**src/hw/rtl/fpba_pkg.sv**
```systemverilog
`default_nettype none

package fpba_pkg;

  // Default sizes of the block table.
  localparam int NUM_BLOCKS_DEF = 16;
  localparam int SIZE_BITS_DEF  = 16;

  // Allocation policies. The unused fourth code behaves as first fit.
  localparam logic [1:0] FIT_FIRST = 2'd0;
  localparam logic [1:0] FIT_BEST  = 2'd1;
  localparam logic [1:0] FIT_WORST = 2'd2;

  // Input beat kinds, carried on the input tuser bit.
  localparam logic ACT_LOAD  = 1'b0;
  localparam logic ACT_ALLOC = 1'b1;

  // Configuration register indexes.
  localparam logic CFG_FIT_POLICY    = 1'b0;
  localparam logic CFG_ACTIVE_BLOCKS = 1'b1;

  // Field widths of the configuration registers and the stream payload.
  localparam int POLICY_W      = 2;
  localparam int ACTIVE_W      = 5;
  localparam int CFG_DATA_W    = 5;
  localparam int BLK_FIELD_W   = 4;
  localparam int SIZE_FIELD_W  = 16;
  localparam int TDATA_W       = 24;

  localparam logic [ACTIVE_W-1:0] ACTIVE_RESET = 5'd16;

  // Control bits of the search token that walks along the cell chain.
  typedef struct packed {
    logic valid;
    logic found;
  } scan_ctl_t;

  // Sequencer states of the top level.
  typedef enum logic [1:0] {
    ST_IDLE,
    ST_SCAN,
    ST_DONE
  } state_e;

endpackage

`default_nettype wire

```
**src/hw/rtl/fpba_cell.sv**
```systemverilog
`default_nettype none

// One table entry. It holds the free size of its block and, when the search
// token passes, updates the best candidate before handing the token on.
module fpba_cell #(
  parameter int NUM_BLOCKS = fpba_pkg::NUM_BLOCKS_DEF,
  parameter int SIZE_BITS  = fpba_pkg::SIZE_BITS_DEF,
  parameter int INDEX      = 0,
  localparam int IdxW      = (NUM_BLOCKS > 1) ? $clog2(NUM_BLOCKS) : 1
) (
  input  wire logic                              clk_i,
  input  wire logic                              rst_ni,
  // Broadcast search settings; the user must keep them stable while a search runs, the block does not enforce it.
  input  wire logic [fpba_pkg::POLICY_W-1:0]     policy_i,
  input  wire logic [fpba_pkg::ACTIVE_W-1:0]     active_i,
  input  wire logic [SIZE_BITS-1:0]              req_i,
  // Broadcast table write.
  input  wire logic                              wr_en_i,
  input  wire logic [IdxW-1:0]                   wr_idx_i,
  input  wire logic [SIZE_BITS-1:0]              wr_data_i,
  // Token from the left neighbor.
  input  wire fpba_pkg::scan_ctl_t               tok_ctl_i,
  input  wire logic [IdxW-1:0]                   tok_pick_i,
  input  wire logic [SIZE_BITS-1:0]              tok_size_i,
  // Token to the right neighbor.
  output fpba_pkg::scan_ctl_t                    tok_ctl_o,
  output logic [IdxW-1:0]                        tok_pick_o,
  output logic [SIZE_BITS-1:0]                   tok_size_o
);
  import fpba_pkg::*;

  localparam int CmpW = (IdxW + 1 > ACTIVE_W) ? IdxW + 1 : ACTIVE_W;

  logic [SIZE_BITS-1:0] size_q;
  logic                 in_range;
  logic                 fits;
  logic                 take;
  scan_ctl_t            ctl_q;
  logic [IdxW-1:0]      pick_q;
  logic [SIZE_BITS-1:0] best_q;

  // Entry storage, written by loads and by the grant write-back.
  always_ff @(posedge clk_i) begin
    if (wr_en_i && (wr_idx_i == IdxW'(INDEX))) begin
      size_q <= wr_data_i;
    end
  end

  // Decide whether this entry replaces the candidate carried by the token.
  always_comb begin
    in_range = CmpW'(INDEX) < CmpW'(active_i);
    fits     = size_q >= req_i;
    take     = 1'b0;
    if (tok_ctl_i.valid && in_range && fits) begin
      if (!tok_ctl_i.found) begin
        take = 1'b1;
      end else if (policy_i == FIT_BEST) begin
        take = size_q < tok_size_i;
      end else if (policy_i == FIT_WORST) begin
        take = size_q > tok_size_i;
      end
    end
  end

  // Token control stage.
  always_ff @(posedge clk_i or negedge rst_ni) begin
    if (!rst_ni) begin
      ctl_q <= '0;
    end else begin
      ctl_q.valid <= tok_ctl_i.valid;
      ctl_q.found <= tok_ctl_i.found | take;
    end
  end

  // Token payload stage.
  always_ff @(posedge clk_i) begin
    pick_q <= take ? IdxW'(INDEX) : tok_pick_i;
    best_q <= take ? size_q : tok_size_i;
  end

  assign tok_ctl_o  = ctl_q;
  assign tok_pick_o = pick_q;
  assign tok_size_o = best_q;

endmodule

`default_nettype wire

```
**src/hw/rtl/fit_policy_block_allocator.sv**
```systemverilog
`default_nettype none

// Block allocator with a first, best or worst fit policy.
// Input stream: one beat per item. tuser selects a load (0) or an allocate
// (1). A load writes a block's free size into the table and gives no
// result. An allocate sends a search token down a chain of NUM_BLOCKS
// cells, one cell per cycle, and the block takes no next input beat until
// the search is through and its result has moved to the output register.
// Output stream: one beat per allocate, with the grant flag on tuser and the
// chosen block and remaining size on tdata; both are zero when nothing fits.
// The chosen entry is reduced by the request size through the registered
// table write command once the token leaves the chain, before the next input
// beat can be taken. The result sits in an output register, so a new input
// beat is taken while it waits; a stalled receiver holds the block only when
// the next result is ready and the register is still full.
// Reset clears the policy to first fit, the active count to 16 and all
// handshake state; table entries hold no value until loaded. Configuration:
// register 0 is the policy, register 1 the active count; the user must write
// them only while idle, as the block itself does not enforce it.
module fit_policy_block_allocator #(
  parameter int NUM_BLOCKS = fpba_pkg::NUM_BLOCKS_DEF,
  parameter int SIZE_BITS  = fpba_pkg::SIZE_BITS_DEF
) (
  input  wire logic                            clk_i,
  input  wire logic                            rst_ni,
  // Configuration write port.
  input  wire logic                            cfg_wr_en_i,
  input  wire logic                            cfg_addr_i,
  input  wire logic [fpba_pkg::CFG_DATA_W-1:0] cfg_wdata_i,
  // Input stream.
  input  wire logic                            s_axis_tvalid,
  output logic                                 s_axis_tready,
  // tdata from bit 0: block_index[3:0], size_value[19:4], zero fill.
  input  wire logic [fpba_pkg::TDATA_W-1:0]    s_axis_tdata,
  // tuser: action.
  input  wire logic                            s_axis_tuser,
  // Output stream.
  output logic                                 m_axis_tvalid,
  input  wire logic                            m_axis_tready,
  // tdata from bit 0: chosen_block[3:0], remaining_after[19:4], zero fill.
  output logic [fpba_pkg::TDATA_W-1:0]         m_axis_tdata,
  // tuser: granted.
  output logic                                 m_axis_tuser
);
  import fpba_pkg::*;

  localparam int IdxW = (NUM_BLOCKS > 1) ? $clog2(NUM_BLOCKS) : 1;

  // Configuration registers.
  logic [POLICY_W-1:0] policy_q;
  logic [ACTIVE_W-1:0] active_q;

  always_ff @(posedge clk_i or negedge rst_ni) begin
    if (!rst_ni) begin
      policy_q <= FIT_FIRST;
      active_q <= ACTIVE_RESET;
    end else if (cfg_wr_en_i) begin
      case (cfg_addr_i)
        CFG_FIT_POLICY:    policy_q <= cfg_wdata_i[POLICY_W-1:0];
        CFG_ACTIVE_BLOCKS: active_q <= cfg_wdata_i[ACTIVE_W-1:0];
        default:           ;
      endcase
    end
  end

  // Input beat decode.
  logic                    in_beat;
  logic [BLK_FIELD_W-1:0]  in_blk;
  logic [SIZE_BITS-1:0]    in_size;
  logic                    in_blk_ok;

  assign in_beat   = s_axis_tvalid && s_axis_tready;
  assign in_blk    = s_axis_tdata[BLK_FIELD_W-1:0];
  assign in_size   = SIZE_BITS'(s_axis_tdata[BLK_FIELD_W +: SIZE_FIELD_W]);
  assign in_blk_ok = 9'(in_blk) < 9'(NUM_BLOCKS);

  // Cell chain. Position 0 is the launched token, the last one leaves it.
  scan_ctl_t            ctl_chain  [NUM_BLOCKS+1];
  logic [IdxW-1:0]      pick_chain [NUM_BLOCKS+1];
  logic [SIZE_BITS-1:0] size_chain [NUM_BLOCKS+1];

  logic                 launch_q;
  logic [SIZE_BITS-1:0] req_q;
  logic                 wr_en_q;
  logic [IdxW-1:0]      wr_idx_q;
  logic [SIZE_BITS-1:0] wr_data_q;

  assign ctl_chain[0].valid = launch_q;
  assign ctl_chain[0].found = 1'b0;
  assign pick_chain[0]      = '0;
  assign size_chain[0]      = '0;

  for (genvar g = 0; g < NUM_BLOCKS; g++) begin : g_cell
    fpba_cell #(
      .NUM_BLOCKS (NUM_BLOCKS),
      .SIZE_BITS  (SIZE_BITS),
      .INDEX      (g)
    ) u_cell (
      .clk_i      (clk_i),
      .rst_ni     (rst_ni),
      .policy_i   (policy_q),
      .active_i   (active_q),
      .req_i      (req_q),
      .wr_en_i    (wr_en_q),
      .wr_idx_i   (wr_idx_q),
      .wr_data_i  (wr_data_q),
      .tok_ctl_i  (ctl_chain[g]),
      .tok_pick_i (pick_chain[g]),
      .tok_size_i (size_chain[g]),
      .tok_ctl_o  (ctl_chain[g+1]),
      .tok_pick_o (pick_chain[g+1]),
      .tok_size_o (size_chain[g+1])
    );
  end

  scan_ctl_t            exit_ctl;
  logic [IdxW-1:0]      exit_pick;
  logic [SIZE_BITS-1:0] exit_size;
  logic [SIZE_BITS-1:0] exit_rem;

  assign exit_ctl  = ctl_chain[NUM_BLOCKS];
  assign exit_pick = pick_chain[NUM_BLOCKS];
  assign exit_size = size_chain[NUM_BLOCKS];
  assign exit_rem  = exit_size - req_q;

  // Sequencer.
  state_e state_q, state_d;
  logic   out_valid_q;
  logic   out_load;

  always_comb begin
    state_d = state_q;
    case (state_q)
      ST_IDLE: begin
        if (in_beat && (s_axis_tuser == ACT_ALLOC)) begin
          state_d = ST_SCAN;
        end
      end
      ST_SCAN: begin
        if (exit_ctl.valid) begin
          state_d = ST_DONE;
        end
      end
      ST_DONE: begin
        if (out_load) begin
          state_d = ST_IDLE;
        end
      end
      default: state_d = ST_IDLE;
    endcase
  end

  always_comb begin
    s_axis_tready = state_q == ST_IDLE;
    out_load      = (state_q == ST_DONE) && (!out_valid_q || m_axis_tready);
  end

  always_ff @(posedge clk_i or negedge rst_ni) begin
    if (!rst_ni) begin
      state_q <= ST_IDLE;
    end else begin
      state_q <= state_d;
    end
  end

  // Token launch and table write command.
  always_ff @(posedge clk_i or negedge rst_ni) begin
    if (!rst_ni) begin
      launch_q <= 1'b0;
      wr_en_q  <= 1'b0;
    end else begin
      launch_q <= in_beat && (s_axis_tuser == ACT_ALLOC);
      wr_en_q  <= (in_beat && (s_axis_tuser == ACT_LOAD) && in_blk_ok)
                  || (exit_ctl.valid && exit_ctl.found);
    end
  end

  always_ff @(posedge clk_i) begin
    if (in_beat) begin
      req_q     <= in_size;
      wr_idx_q  <= IdxW'(in_blk);
      wr_data_q <= in_size;
    end else if (exit_ctl.valid) begin
      wr_idx_q  <= exit_pick;
      wr_data_q <= exit_rem;
    end
  end

  // Result capture as the token leaves the chain.
  logic                    res_grant_q;
  logic [BLK_FIELD_W-1:0]  res_blk_q;
  logic [SIZE_FIELD_W-1:0] res_rem_q;

  always_ff @(posedge clk_i) begin
    if (exit_ctl.valid) begin
      res_grant_q <= exit_ctl.found;
      res_blk_q   <= exit_ctl.found ? BLK_FIELD_W'(exit_pick) : '0;
      res_rem_q   <= exit_ctl.found ? SIZE_FIELD_W'(exit_rem) : '0;
    end
  end

  // Output register.
  logic                    out_grant_q;
  logic [BLK_FIELD_W-1:0]  out_blk_q;
  logic [SIZE_FIELD_W-1:0] out_rem_q;

  always_ff @(posedge clk_i or negedge rst_ni) begin
    if (!rst_ni) begin
      out_valid_q <= 1'b0;
    end else if (out_load) begin
      out_valid_q <= 1'b1;
    end else if (m_axis_tready) begin
      out_valid_q <= 1'b0;
    end
  end

  always_ff @(posedge clk_i) begin
    if (out_load) begin
      out_grant_q <= res_grant_q;
      out_blk_q   <= res_blk_q;
      out_rem_q   <= res_rem_q;
    end
  end

  assign m_axis_tvalid = out_valid_q;
  assign m_axis_tuser  = out_grant_q;
  assign m_axis_tdata  = {(TDATA_W - BLK_FIELD_W - SIZE_FIELD_W)'(0), out_rem_q, out_blk_q};

  // A token only leaves the chain while a search is running.
  a_exit_in_scan : assert property (@(posedge clk_i) disable iff (!rst_ni)
    exit_ctl.valid |-> (state_q == ST_SCAN))
    else $error("search token left the chain outside a search");

  // A token is launched only after an allocate beat.
  a_launch_src : assert property (@(posedge clk_i) disable iff (!rst_ni)
    launch_q |-> $past(in_beat && (s_axis_tuser == ACT_ALLOC)))
    else $error("search launched without an allocate beat");

  // A granted candidate always covers the request.
  a_grant_fits : assert property (@(posedge clk_i) disable iff (!rst_ni)
    (exit_ctl.valid && exit_ctl.found) |-> (exit_size >= req_q))
    else $error("granted block is smaller than the request");

  // A refused request carries zero data.
  a_refuse_zero : assert property (@(posedge clk_i) disable iff (!rst_ni)
    (m_axis_tvalid && !m_axis_tuser) |-> (m_axis_tdata == '0))
    else $error("refused request carries nonzero data");

  // Input is never taken while a search is in flight.
  a_no_accept_busy : assert property (@(posedge clk_i) disable iff (!rst_ni)
    (launch_q || exit_ctl.valid) |-> !s_axis_tready)
    else $error("input taken during a search");

endmodule

`default_nettype wire
```
**config.mk**
```make
export PLATFORM = sky130hd
export DESIGN_NAME = fit_policy_block_allocator
export DESIGN_NICKNAME = d
export VERILOG_FILES = /design/src/hw/rtl/fpba_pkg.sv /design/src/hw/rtl/fpba_cell.sv /design/src/hw/rtl/fit_policy_block_allocator.sv
export SDC_FILE = /design/constraint.sdc
export NUM_CORES = 1
export LEC_CHECK = 0
export ABC_CLOCK_PERIOD_IN_PS = 4700
export BUFFER_PORTS_ARGS = -buffer_cell sky130_fd_sc_hd__buf_2
export CAP_MARGIN = 20
export CORE_UTILIZATION = 60
export CTS_CLUSTER_DIAMETER = 200
export CTS_CLUSTER_SIZE = 16
export DETAILED_ROUTE_END_ITERATION = 7
export HOLD_SLACK_MARGIN = 0.15
export PLACE_DENSITY = 0.75
export SLEW_MARGIN = 10
export SYNTH_ARGS = -nofsm -noshare
export SYNTH_HDL_FRONTEND = slang
export SYNTH_SLANG_ARGS = --single-unit
export TNS_END_PERCENT = 5
```
**constraint.sdc**
```tcl
create_clock -name clk_i -period 4.7 [get_ports clk_i]
set_clock_uncertainty 0.05 [all_clocks]
set_input_delay 0.235 -clock clk_i [delete_from_list [all_inputs] [get_ports clk_i]]
set_output_delay 0.235 -clock clk_i [all_outputs]
set_load 0.02 [all_outputs]
```
==> results, run 1 <==
- The flow ran to the end, and the final reports show no timing, DRC or antenna violations.
- The met1 track demand over resource in global routing is 0.431.
- The commonest non-fill, non-tap cell in the layout is sky130_fd_sc_hd__ha_1.
- For the pin with the worst max-slew slack, the measured transition is 1.21 ns.
- The final layout contains routed wiring with a total length of 95900 um.
- In this run the most critical hold path is launched from cfg_wr_en_i.
- Entering global routing, the biggest net connects between 40 and 50 pins.
- The tightest min-delay check is of the in2reg type.
- The most congested layer reported by global routing is met2.
- Max-cap violations in this run came to 0.
- The portion of total power attributed to sequential cells is 0.468.
- The class of the most critical setup path is reg2reg.
- The region available for standard cell placement spans roughly 57000 um2.
- The die outline area is ~60000 um2.
- The post-synthesis instance area is between 30000 and 40000 um2.
- The met2 demand-to-capacity share in global routing is 0.522.
- The cell area after layout is 38100 um2.
- Counting instances, the worst hold path has a depth of 3.
- For this run, the slowest stage of the critical path takes about 0.67 ns.
- Counting cells, the worst reg-to-reg path comes to 8.
- Yosys mapped a number of flops with a built-in enable equal to around 330.
- The all-layer global routing usage is 0.327.
- Clock-pin slew was measured on the worst setup and hold paths at around 0.070 ns.
- The internal power of the cells totals roughly 0.012 W.
- The pre-antenna-repair detailed-routing pass consisted of 5 iterations.
- The routed length per instance is between 20 and 25 um.
- OpenSTA, run right after detailed placement, puts the worst setup slack at between 1 and 1.5 ns.
- The detailed-placement wirelength estimate is approximately 69000 um.
- The clock network fraction of total power is 0.213.
- For this run, the number of Yosys warnings is 0.
- After the last flow step, the layout net total stands at 3642.
- The clock latency of the later-clocked register in the worst-skew pair is 0.62 ns.
- The floorplan has 87 rows.
- The placer congestion estimate is 0.926.
- Headroom to the max-slew limit came out at 0.190.
- In this run, post-CTS repair resized a total of 0 instances.
- The data required time of the worst path is around 5.1 ns.
- The maximum clock insertion buffer count is 3.
- STA classifies the critical path startpoint as a flop.
- The initial cell density of the core is 0.611.
- After the first detailed-routing iteration, the DRC count stood at roughly 1.8k.
- The top flip-flop cell by instance count after synthesis is sky130_fd_sc_hd__edfxtp_1.
- The leakage power is 15.3 nW.
- The time the final worst path needs with I/O delays and setup is about 3.8 ns.
- The width of the chip is ~240 um.
- The total via count after detailed routing is around 24k.
- Setup violations remaining at the end of the flow were counted as 0.
- The post-route setup TNS is 0 ns.
- The detail route stage leaves a number of antenna-violating nets equal to 0.
- The cell sitting at the root of the clock tree is a sky130_fd_sc_hd__clkbuf_16.
- The worst register-to-register path ends at g_cell[8].u_cell.tok_size_o[11]$_DFF_P_.
- Broken down by cell family, the worst path's largest delay share belongs to buffers and inverters.
- Setup repair after global routing left no endpoint under its margin.
- The number of antenna violations at the first check in global routing was 4.
- The gate count of the mapped netlist is 2936.
- The hold violation count in the final report is 0.
- In the final layout, the share of cells above drive strength 1 is 0.159.
- The filler cell count is 4136.
- The average vias per placed instance is 6.25.
- The largest vdd supply drop is around 0.53 mV.
- The via count of the first global-routing pass is 25.0k.
- In the post-route analysis, the smallest setup slack over all paths is 0.935 ns.
- Of all nets on the critical path, the largest fanout is 12.
- The first global-routing pass estimated 145000 um of wire.
- The reported net switching power is around 0.0068 W.
- The share of the clock period used by the worst path after layout is 0.801.
- The endpoint arrival time on the critical path is approximately 4.2 ns.
- Leaving out fill and tap cells, the most frequent cells in the layout are 511 x sky130_fd_sc_hd__ha_1, 334 x sky130_fd_sc_hd__edfxtp_1, 305 x sky130_fd_sc_hd__dfxtp_1.
- The sink of the worst hold path is active_q[3]$_DFFE_PN0P_.
- The critical path goes through inv_1 > ha_1 > nand4_1 > a2111oi_0 > o31ai_1 > nor3b_2 > buf_4 > mux2_2.
- The sequential fraction of the synthesis area is 0.497.
- The number of clock buffers added by TritonCTS is between 40 and 50.
- Together, buffers and inverters on the worst path number 2.
- The total power per unit cell area is approximately 500 nW/um2.
- The die height is 242 um.
- Port buffering added 54 buffers.
- The clock tree from TritonCTS is done.
- The max-slew violation total from the final report came to 0.
- After synthesis, the share of flip-flops with an asynchronous set or reset is 0.0644.
- Of the total power, the share spent switching nets is 0.355.
- The number of distinct library cells after synthesis is 79.
- Based on the critical path, the design can be clocked at up to 0.266 GHz.
- Summed over all layers, the global routing overflow is 0.
- Buffers inserted to repair hold after CTS numbered 32.
- The startpoint of the most critical register-to-register path is req_q[8]$_DFFE_PP_.
- The worst setup path is captured at a flop.
- The cell area after placement is between 30000 and 40000 um2.
- The combinational share of power is 0.319.
- CTS saw 683 sinks.
- The number of H-tree branching levels is 2.
- In the global route stage, met3 resource usage came out at 0.0431.
- Post-CTS timing repair inserted 0 buffers for setup.
- The slack of the worst reg-to-reg path is 0.94 ns.
- Each instance of the synthesized netlist takes up on average 11.8 um2.
- Compared with the post-synthesis result, the final layout area differs by 9.87%.
- During I/O placement, the number of pins put on the boundary was 63.
- After detailed routing, the number of remaining DRC violations is 0.
- After synthesis the netlist holds a flip-flop and latch count of between 600 and 700.
- The antenna diode count is 0.
- The largest individual stage delay along the critical path comes from the cell sky130_fd_sc_hd__inv_1.
power by group through the flow:
stage	sequential (W)	clock (W)	combinational [W]
global route	0.00902	0.00432	0.00664
global placement	0.00899	0	0.00558
finish	0.00893	0.00406	0.00608
detailed placement	0.00899	0	0.00588
floorplan	0.00855	0	0.00380
CTS	0.00889	0.00411	0.00598
logic make-up after synthesis:
kind of cell	share of synthesized area
flops	0.497
simple gates	0.0920
compound gates	0.103
fa+ha+maj	0.185
buf+inv	0.0382
mux	0.0829
xor+xnor	0.00202
other cells	0.000108
worst reg2reg max path, cell delays in order (launching register included):
cell and delay (ns):
sky130_fd_sc_hd__edfxtp_1 0.38, sky130_fd_sc_hd__inv_1 0.67, sky130_fd_sc_hd__ha_1 0.27, sky130_fd_sc_hd__nand4_1 0.16, sky130_fd_sc_hd__a2111oi_0 0.61, sky130_fd_sc_hd__o31ai_1 0.20, sky130_fd_sc_hd__nor3b_2 0.64, sky130_fd_sc_hd__buf_4 0.32
sky130_fd_sc_hd__mux2_2 0.36
state kept, by name, summed over array words and instances, names as in the netlist, 2 cells and up:
name and cells:
out_blk_q 4, g_cell.u_cell.tok_pick_o 49, g_cell.u_cell.tok_size_o 256, res_blk_q 4
policy_q 2, g_cell.u_cell.size_q 256, out_rem_q 16, state_q 2
active_q 5, wr_idx_q 4, g_cell.u_cell.tok_ctl_o 32, req_q 16
res_rem_q 16, wr_data_q 16
per-stage QoR:
| step | hold slack (ns) | utilization | power [W] | instances |
|---|---|---|---|---|
| after global placement | 0.304 | 0.640 | 0.0146 | 3765 |
| final | 0.235 | 0.672 | 0.0191 | 3890 |
| after CTS | 0.205 | 0.671 | 0.0190 | 3889 |
| after detailed placement | 0.310 | 0.641 | 0.0149 | 3767 |
| after global routing | 0.270 | 0.672 | 0.0200 | 3890 |
| after floorplan | -0.111 | - | 0.0123 | 2939 |
cell usage after synthesis, drive strengths merged (3+ instances only):
master	count	area share
a2111o	15	0.0049
a2111oi	11	0.0028
a211o	12	0.0030
a211oi	18	0.0039
a21boi	20	0.0043
a21o	37	0.0080
a21oi	168	0.025
a221o	3	0.00087
a221oi	16	0.0040
a31oi	25	0.0045
a32o	3	0.00087
and2	22	0.0040
and3	9	0.0016
and4	3	0.00076
buf	36	0.0061
clkbuf	26	0.0028
dfrtp	43	0.031
dfxtp	305	0.18
edfxtp	334	0.29
ha	511	0.18
inv	270	0.029
mux2	250	0.082
nand2	124	0.013
nand2b	49	0.0089
nand3	91	0.013
nand3b	3	0.00065
nand4	91	0.016
nor2	72	0.0078
nor2b	35	0.0063
nor3	26	0.0038
nor3b	13	0.0030
nor4	21	0.0038
o2111ai	6	0.0015
o211ai	36	0.0078
o21a	18	0.0039
o21ai	112	0.016
o21bai	3	0.00065
o221ai	3	0.00076
o2bb2ai	5	0.0013
o31ai	14	0.0030
o41ai	6	0.0015
or2	29	0.0052
or3	6	0.0011
xnor2	5	0.0013
xor2	3	0.00076
worst max path at each step:
| stage | start | to | slack (ns) | depth (start not counted) |
|---|---|---|---|---|
| 2_1_floorplan | req_q[9]$_DFFE_PP_ | g_cell[5].u_cell.tok_size_o[10]$_DFF_P_ | 1.97 | 9 |
| 5_1_grt | req_q[8]$_DFFE_PP_ | g_cell[8].u_cell.tok_size_o[11]$_DFF_P_ | 0.88 | 8 |
| 3_3_place_gp | req_q[8]$_DFFE_PP_ | g_cell[8].u_cell.tok_size_o[14]$_DFF_P_ | 1.18 | 8 |
| 6_report | req_q[8]$_DFFE_PP_ | g_cell[8].u_cell.tok_size_o[11]$_DFF_P_ | 0.94 | 8 |
| 3_5_place_dp | req_q[9]$_DFFE_PP_ | g_cell[2].u_cell.tok_size_o[5]$_DFF_P_ | 1.08 | 10 |
| 4_1_cts | req_q[9]$_DFFE_PP_ | g_cell[2].u_cell.tok_size_o[5]$_DFF_P_ | 1.06 | 10 |
cell type report:
| class | instances | area (um2) | area share |
|---|---|---|---|
| sequential | 683 | 17200 | 0.453 |
| multi-input combinational | 1924 | 16200 | 0.426 |
| clock buffer | 88 | 1390 | 0.0366 |
| timing repair buffer | 167 | 1260 | 0.0332 |
| inverter | 270 | 1010 | 0.0266 |
| tap | 756 | 946 | 0.0248 |
| clock inverter | 2 | 22.5 | 0.000591 |
routing by layer:
| layer | part of all wire | up-vias | routed length (um) |
|---|---|---|---|
| li1 | - | 11200 | - |
| met1 | 0.42 | 11800 | 39900 |
| met2 | 0.45 | 946 | 43500 |
| met3 | 0.070 | 301 | 6710 |
| met4 | 0.060 | 2 | 5760 |
| met5 | 0.00021 | - | 20 |
Note: power is estimated with default switching activity, not from simulation.
==> run 2, diff against run 1 <==
- ABC_AREA: default -> 1
- ABC_CLOCK_PERIOD_IN_PS: 4700 -> 3200
- CORE_UTILIZATION: 60 -> 57
- PLACE_DENSITY: 0.75 -> 0.74
- clock period: 4.7 -> 3.2 ns (I/O delays scaled with it)
==> run 2 against run 1 <==
Worst hold slack got worse by 0.014 ns. Routed wire length fell by 6.8%. Setup slack got worse by 0.63 ns. Critical endpoint is now g_cell[11].u_cell.tok_size_o[7]$_DFF_P_. Final area rose by 2.5%. Sequential cell count did not move. First-iteration DRC count fell by 1.5%. Die area is 8.0% higher. Synthesized area increased by 2.6%. Via count increased by 10%. Sequential power is 48% higher. Critical path depth increased by 4.
==> results, run 2 <==
- The share of synthesized cell area in full adder, half adder and majority cells is 0.180 (-0.00474).
- The clock tree from TritonCTS is done.
- The logic depth of the worst register-to-register path came to 12 (+4).
- Setup repair after global routing left no endpoint under its margin.
- The number of distinct library cells after synthesis came to 45 (-43%).
- The cell area after layout came to 39000 um2 (+2.5%).
- The filler cell count came to 5159 (+25%).
- The detailed-placement wirelength estimate is 65600 um (-5.2%).
- The terminus of the critical flop-to-flop path is g_cell[11].u_cell.tok_size_o[7]$_DFF_P_.
- The run finished with clean final reports.
- The total via count after detailed routing came to 26.8k (+10%).
- The pin count of the biggest net entering global routing is 47 (+4.4%).
- The category of the worst setup path launch point is a flop.
- The most used standard cell by instance count after synthesis is sky130_fd_sc_hd__nand2_1.
- The number of placement rows was 91 (+4.6%).
- The all-layer global routing usage is 0.287 (-0.0397).
- The clock latency of the later-clocked register in the worst-skew pair is 0.64 ns (+0.02 ns).
- The footprint of the flip-flops and latches was 17200 um2 (unchanged).
- The per-instance average area after synthesis came to 8.96 um2 (-24%).
- The class of the most critical setup path is reg2reg.
- The number of cells traversed by the worst hold path was 2 (-1).
- The fraction of final layout cells with drive strength greater than 1 is 0.0583 (-0.101).
- The cell type with the largest total area after synthesis is sky130_fd_sc_hd__edfxtp_1.
- The count of buffers added by post-CTS timing repair for setup is 0 (unchanged).
- The die outline area is 63400 um2 (+8.0%).
- The clock transition at the registers of the reported paths came to 0.08 ns (about the same).
- The endpoint type of the worst setup path is a flop.
- The met3 global-route usage came to 0.0330 (-0.0101).
- The sink of the worst hold path is req_q[12]$_DFFE_PP_.
- By area the synthesized netlist is led by sky130_fd_sc_hd__edfxtp_1 28%, sky130_fd_sc_hd__ha_1 18%, sky130_fd_sc_hd__dfxtp_1 17%.
- The maximum fanout along the worst path is 20 (+8).
- The number of failing setup endpoints in the final timing report is 0 (unchanged).
- The total I/O pin count is 63 (unchanged).
- The share of async-settable or async-resettable flops after synthesis is 0.0644 (unchanged).
- The max-slew violation total from the final report was 0 (unchanged).
- The met2 demand-to-capacity share in global routing is 0.466 (-0.0559).
- The post-cts hold buffer count was 40 (+25%).
- The pre-CTS setup slack is 0.400 ns (-0.675 ns).
- The data required time of the worst path is 3.66 ns (-1.48 ns).
- By count the netlist is led by 1173 x sky130_fd_sc_hd__nand2_1, 512 x sky130_fd_sc_hd__inv_1, 511 x sky130_fd_sc_hd__ha_1, 334 x sky130_fd_sc_hd__edfxtp_1, 316 x sky130_fd_sc_hd__nand3_1.
- The total power consumption of the routed design is 0.0279 W (+46%).
- The max-cap check violation count is 0 (unchanged).
- The number of H-tree branching levels is 2 (unchanged).
- The total of cells resized after clock tree synthesis came to 0 (unchanged).
- The width of the chip is 252 um (+3.9%).
- The slew at the pin closest to its max-slew limit is 1.13 ns (-0.0835 ns).
- The total global routing overflow is 0 (unchanged).
- The number of buffers created by CTS is 48 (unchanged).
- The die height is 252 um (+3.9%).
- In the synthesized netlist the dominant register cell turns out to be sky130_fd_sc_hd__edfxtp_1.
- The endpoint arrival time on the critical path was 3.35 ns (-0.86 ns).
- Compared with the post-synthesis result, the final layout area differs by 9.69%.
- The hold violation count in the final report is 0 (unchanged).
- The remaining routing DRC violations is 0 (unchanged).
- The simple-gate share of the synthesized area is 0.213 (+0.121).
- The worst path setup slack after routing came to 0.307 ns (-0.628 ns).
- The core area came to 61700 um2 (+8.8%).
- The initial cell density of the core is 0.576 (-0.0347).
- The maximum clock insertion buffer count was 3 (unchanged).
- After synthesis, the largest family of logic cells by area is simple AND/OR/NAND/NOR gates.
- The share of the clock period used by the worst path after layout was 0.904 (+0.103).
- The cell area after placement is 37200 um2 (+2.4%).
- The XOR/XNOR share of the synthesized area is 0.00246 (+0.000441).
- The number of antenna-violating nets in the routed design was 0 (unchanged).
- The post-route setup TNS is 0 ns (unchanged).
- The met1 track demand over resource in global routing is 0.395 (-0.0364).
- The detailed router's first-iteration violation count came to 1822 (-1.5%).
- The number of iterations in the first detailed-routing pass is 5 (unchanged).
- The placer congestion estimate is 0.935 (+1.0%).
- The count of flip-flops with a built-in enable after synthesis was 334 (unchanged).
- The post-synthesis instance area is 35600 um2 (+2.6%).
- The total power per unit cell area is 716 nW/um2 (+43%).
- The total length of routed wires came to 89400 um (-6.8%).
- The slack of the worst reg-to-reg path was 0.31 ns (-0.63 ns).
- The antenna diode count is 0 (unchanged).
- The post-synthesis compound-gate area fraction is 0.0530 (-0.0495).
- The clock root buffer is sky130_fd_sc_hd__clkbuf_16.
- In this run the critical register-to-register path is launched from req_q[14]$_DFFE_PP_.
- The final layout net count is 4693 (+29%).
- The leakage power is 18.2 nW (+19%).
- The library cells used most frequently in the layout, excluding fill and tap cells, are 1173 x sky130_fd_sc_hd__nand2_1, 512 x sky130_fd_sc_hd__inv_1, 511 x sky130_fd_sc_hd__ha_1.
- The highest achievable clock rate is 0.346 GHz (+30%).
- The min-delay analysis places its worst path in the category in2reg.
- The largest vdd supply drop is 0.889 mV (+68%).
- The time the final worst path needs with I/O delays and setup is 2.89 ns (-0.872 ns).
- The routed length per instance was 17.8 um (-28%).
- The sequential fraction of the synthesis area was 0.485 (-0.0127).
- The number of I/O port buffers is 54 (unchanged).
- The via count of the first global-routing pass is 25.8k (+3.2%).
- The post-route worst hold slack is 0.221 ns (-0.0145 ns).
- The proportion of synthesized area in mux cells came to 0.000317 (-0.0826).
- The top-area cell type share of the netlist area was 0.282 (-0.00742).
- The worst relative slew slack was 0.246 (+0.0556).
- The gate count of the mapped netlist is 3972 (+35%).
- The register bit count reported by yosys came to 683 (unchanged).
- The library cell used most frequently in the layout, excluding fill and tap cells, is sky130_fd_sc_hd__nand2_1.
- The average vias per placed instance is 5.33 (-15%).
- The most congested layer reported by global routing is met2.
- The Yosys warning count is 0 (unchanged).
- The area used by multi-input combinational logic is 16000 um2 (-1.4%).
- The number of clock sinks is 683 (unchanged).
- The number of antenna violations at the first check in global routing was 0 (-4).
- The global-route wire length before repair came to 139000 um (-4.2%).
- In this run the most critical hold path is launched from s_axis_tdata[16].
[run 2: cell types whose count changed in the layout (fill, tap and decap cells not counted), moves of 45 or more]
cell / delta
sky130_fd_sc_hd__a21oi_1: +57
sky130_fd_sc_hd__nor2_1: +175
sky130_fd_sc_hd__mux2_2: -242
sky130_fd_sc_hd__nand3_1: +225
sky130_fd_sc_hd__inv_1: +243
sky130_fd_sc_hd__nand2b_1: -48
sky130_fd_sc_hd__nand2_1: +1049
sky130_fd_sc_hd__o21ai_0: -45
sky130_fd_sc_hd__nand4_1: -60
[run 2: kinds of logic after synthesis]
family / Yosys count
buf+inv: 591
compound gates: 349
flops: 683
fa+ha+maj: 512
simple gates: 1825
xor+xnor: 10
mux: 1
other cells: 1
[run 2: per-layer routing]
metal  routed length, um  up-vias  part of all wire
met5                   0        -                 0
met4                3900        0             0.044
met3                5600      184             0.063
met2               39700      806              0.44
met1               40200    12400              0.45
li1                    -    13400                 -
[run 2: metrics by stage]
stage                     utilization  cells
final                           0.632   5022
after detailed placement        0.603   4892
after CTS                       0.632   5022
after global placement          0.603   4892
after global routing            0.632   5022
after floorplan                     -   3975
[run 2: worst max path at each step]
stage	startpoint	endpoint	slack, ns	cells past startpoint
2_1_floorplan	req_q[0]$_DFFE_PP_	wr_data_q[10]$_DFFE_PP_	0.88	10
3_3_place_gp	req_q[1]$_DFFE_PP_	res_rem_q[11]$_SDFFCE_PN0P_	0.48	10
3_5_place_dp	req_q[1]$_DFFE_PP_	wr_data_q[15]$_DFFE_PP_	0.40	12
4_1_cts	req_q[14]$_DFFE_PP_	g_cell[11].u_cell.tok_size_o[13]$_DFF_P_	0.33	12
5_1_grt	req_q[14]$_DFFE_PP_	g_cell[11].u_cell.tok_size_o[6]$_DFF_P_	0.14	12
6_report	req_q[14]$_DFFE_PP_	g_cell[11].u_cell.tok_size_o[7]$_DFF_P_	0.31	12
[run 2: power by group]
group / switching [W] / internal, W
logic: 0.00572 / 0.00304
clock network: 0.00306 / 0.00286
registers: 0.00163 / 0.0116
[run 2: cell type report]
class	count	share of cell area
timing repair buffer	182	0.0350
multi-input combinational	2701	0.410
inverter	529	0.0510
tap	837	0.0268
clock inverter	4	0.00144
sequential	683	0.442
clock buffer	86	0.0344
[run 2: critical path, cell delays in order, from the launching register on]
cell and delay, ns:
sky130_fd_sc_hd__edfxtp_1 0.37, sky130_fd_sc_hd__inv_1 0.40, sky130_fd_sc_hd__buf_4 0.29, sky130_fd_sc_hd__ha_1 0.15, sky130_fd_sc_hd__nand2_1 0.08, sky130_fd_sc_hd__nor3_1 0.32
sky130_fd_sc_hd__nand3_1 0.15, sky130_fd_sc_hd__nand3_1 0.14, sky130_fd_sc_hd__nand2_1 0.07, sky130_fd_sc_hd__clkinv_1 0.07, sky130_fd_sc_hd__nand2_1 0.39, sky130_fd_sc_hd__nand2_1 0.17
sky130_fd_sc_hd__nand2_1 0.09
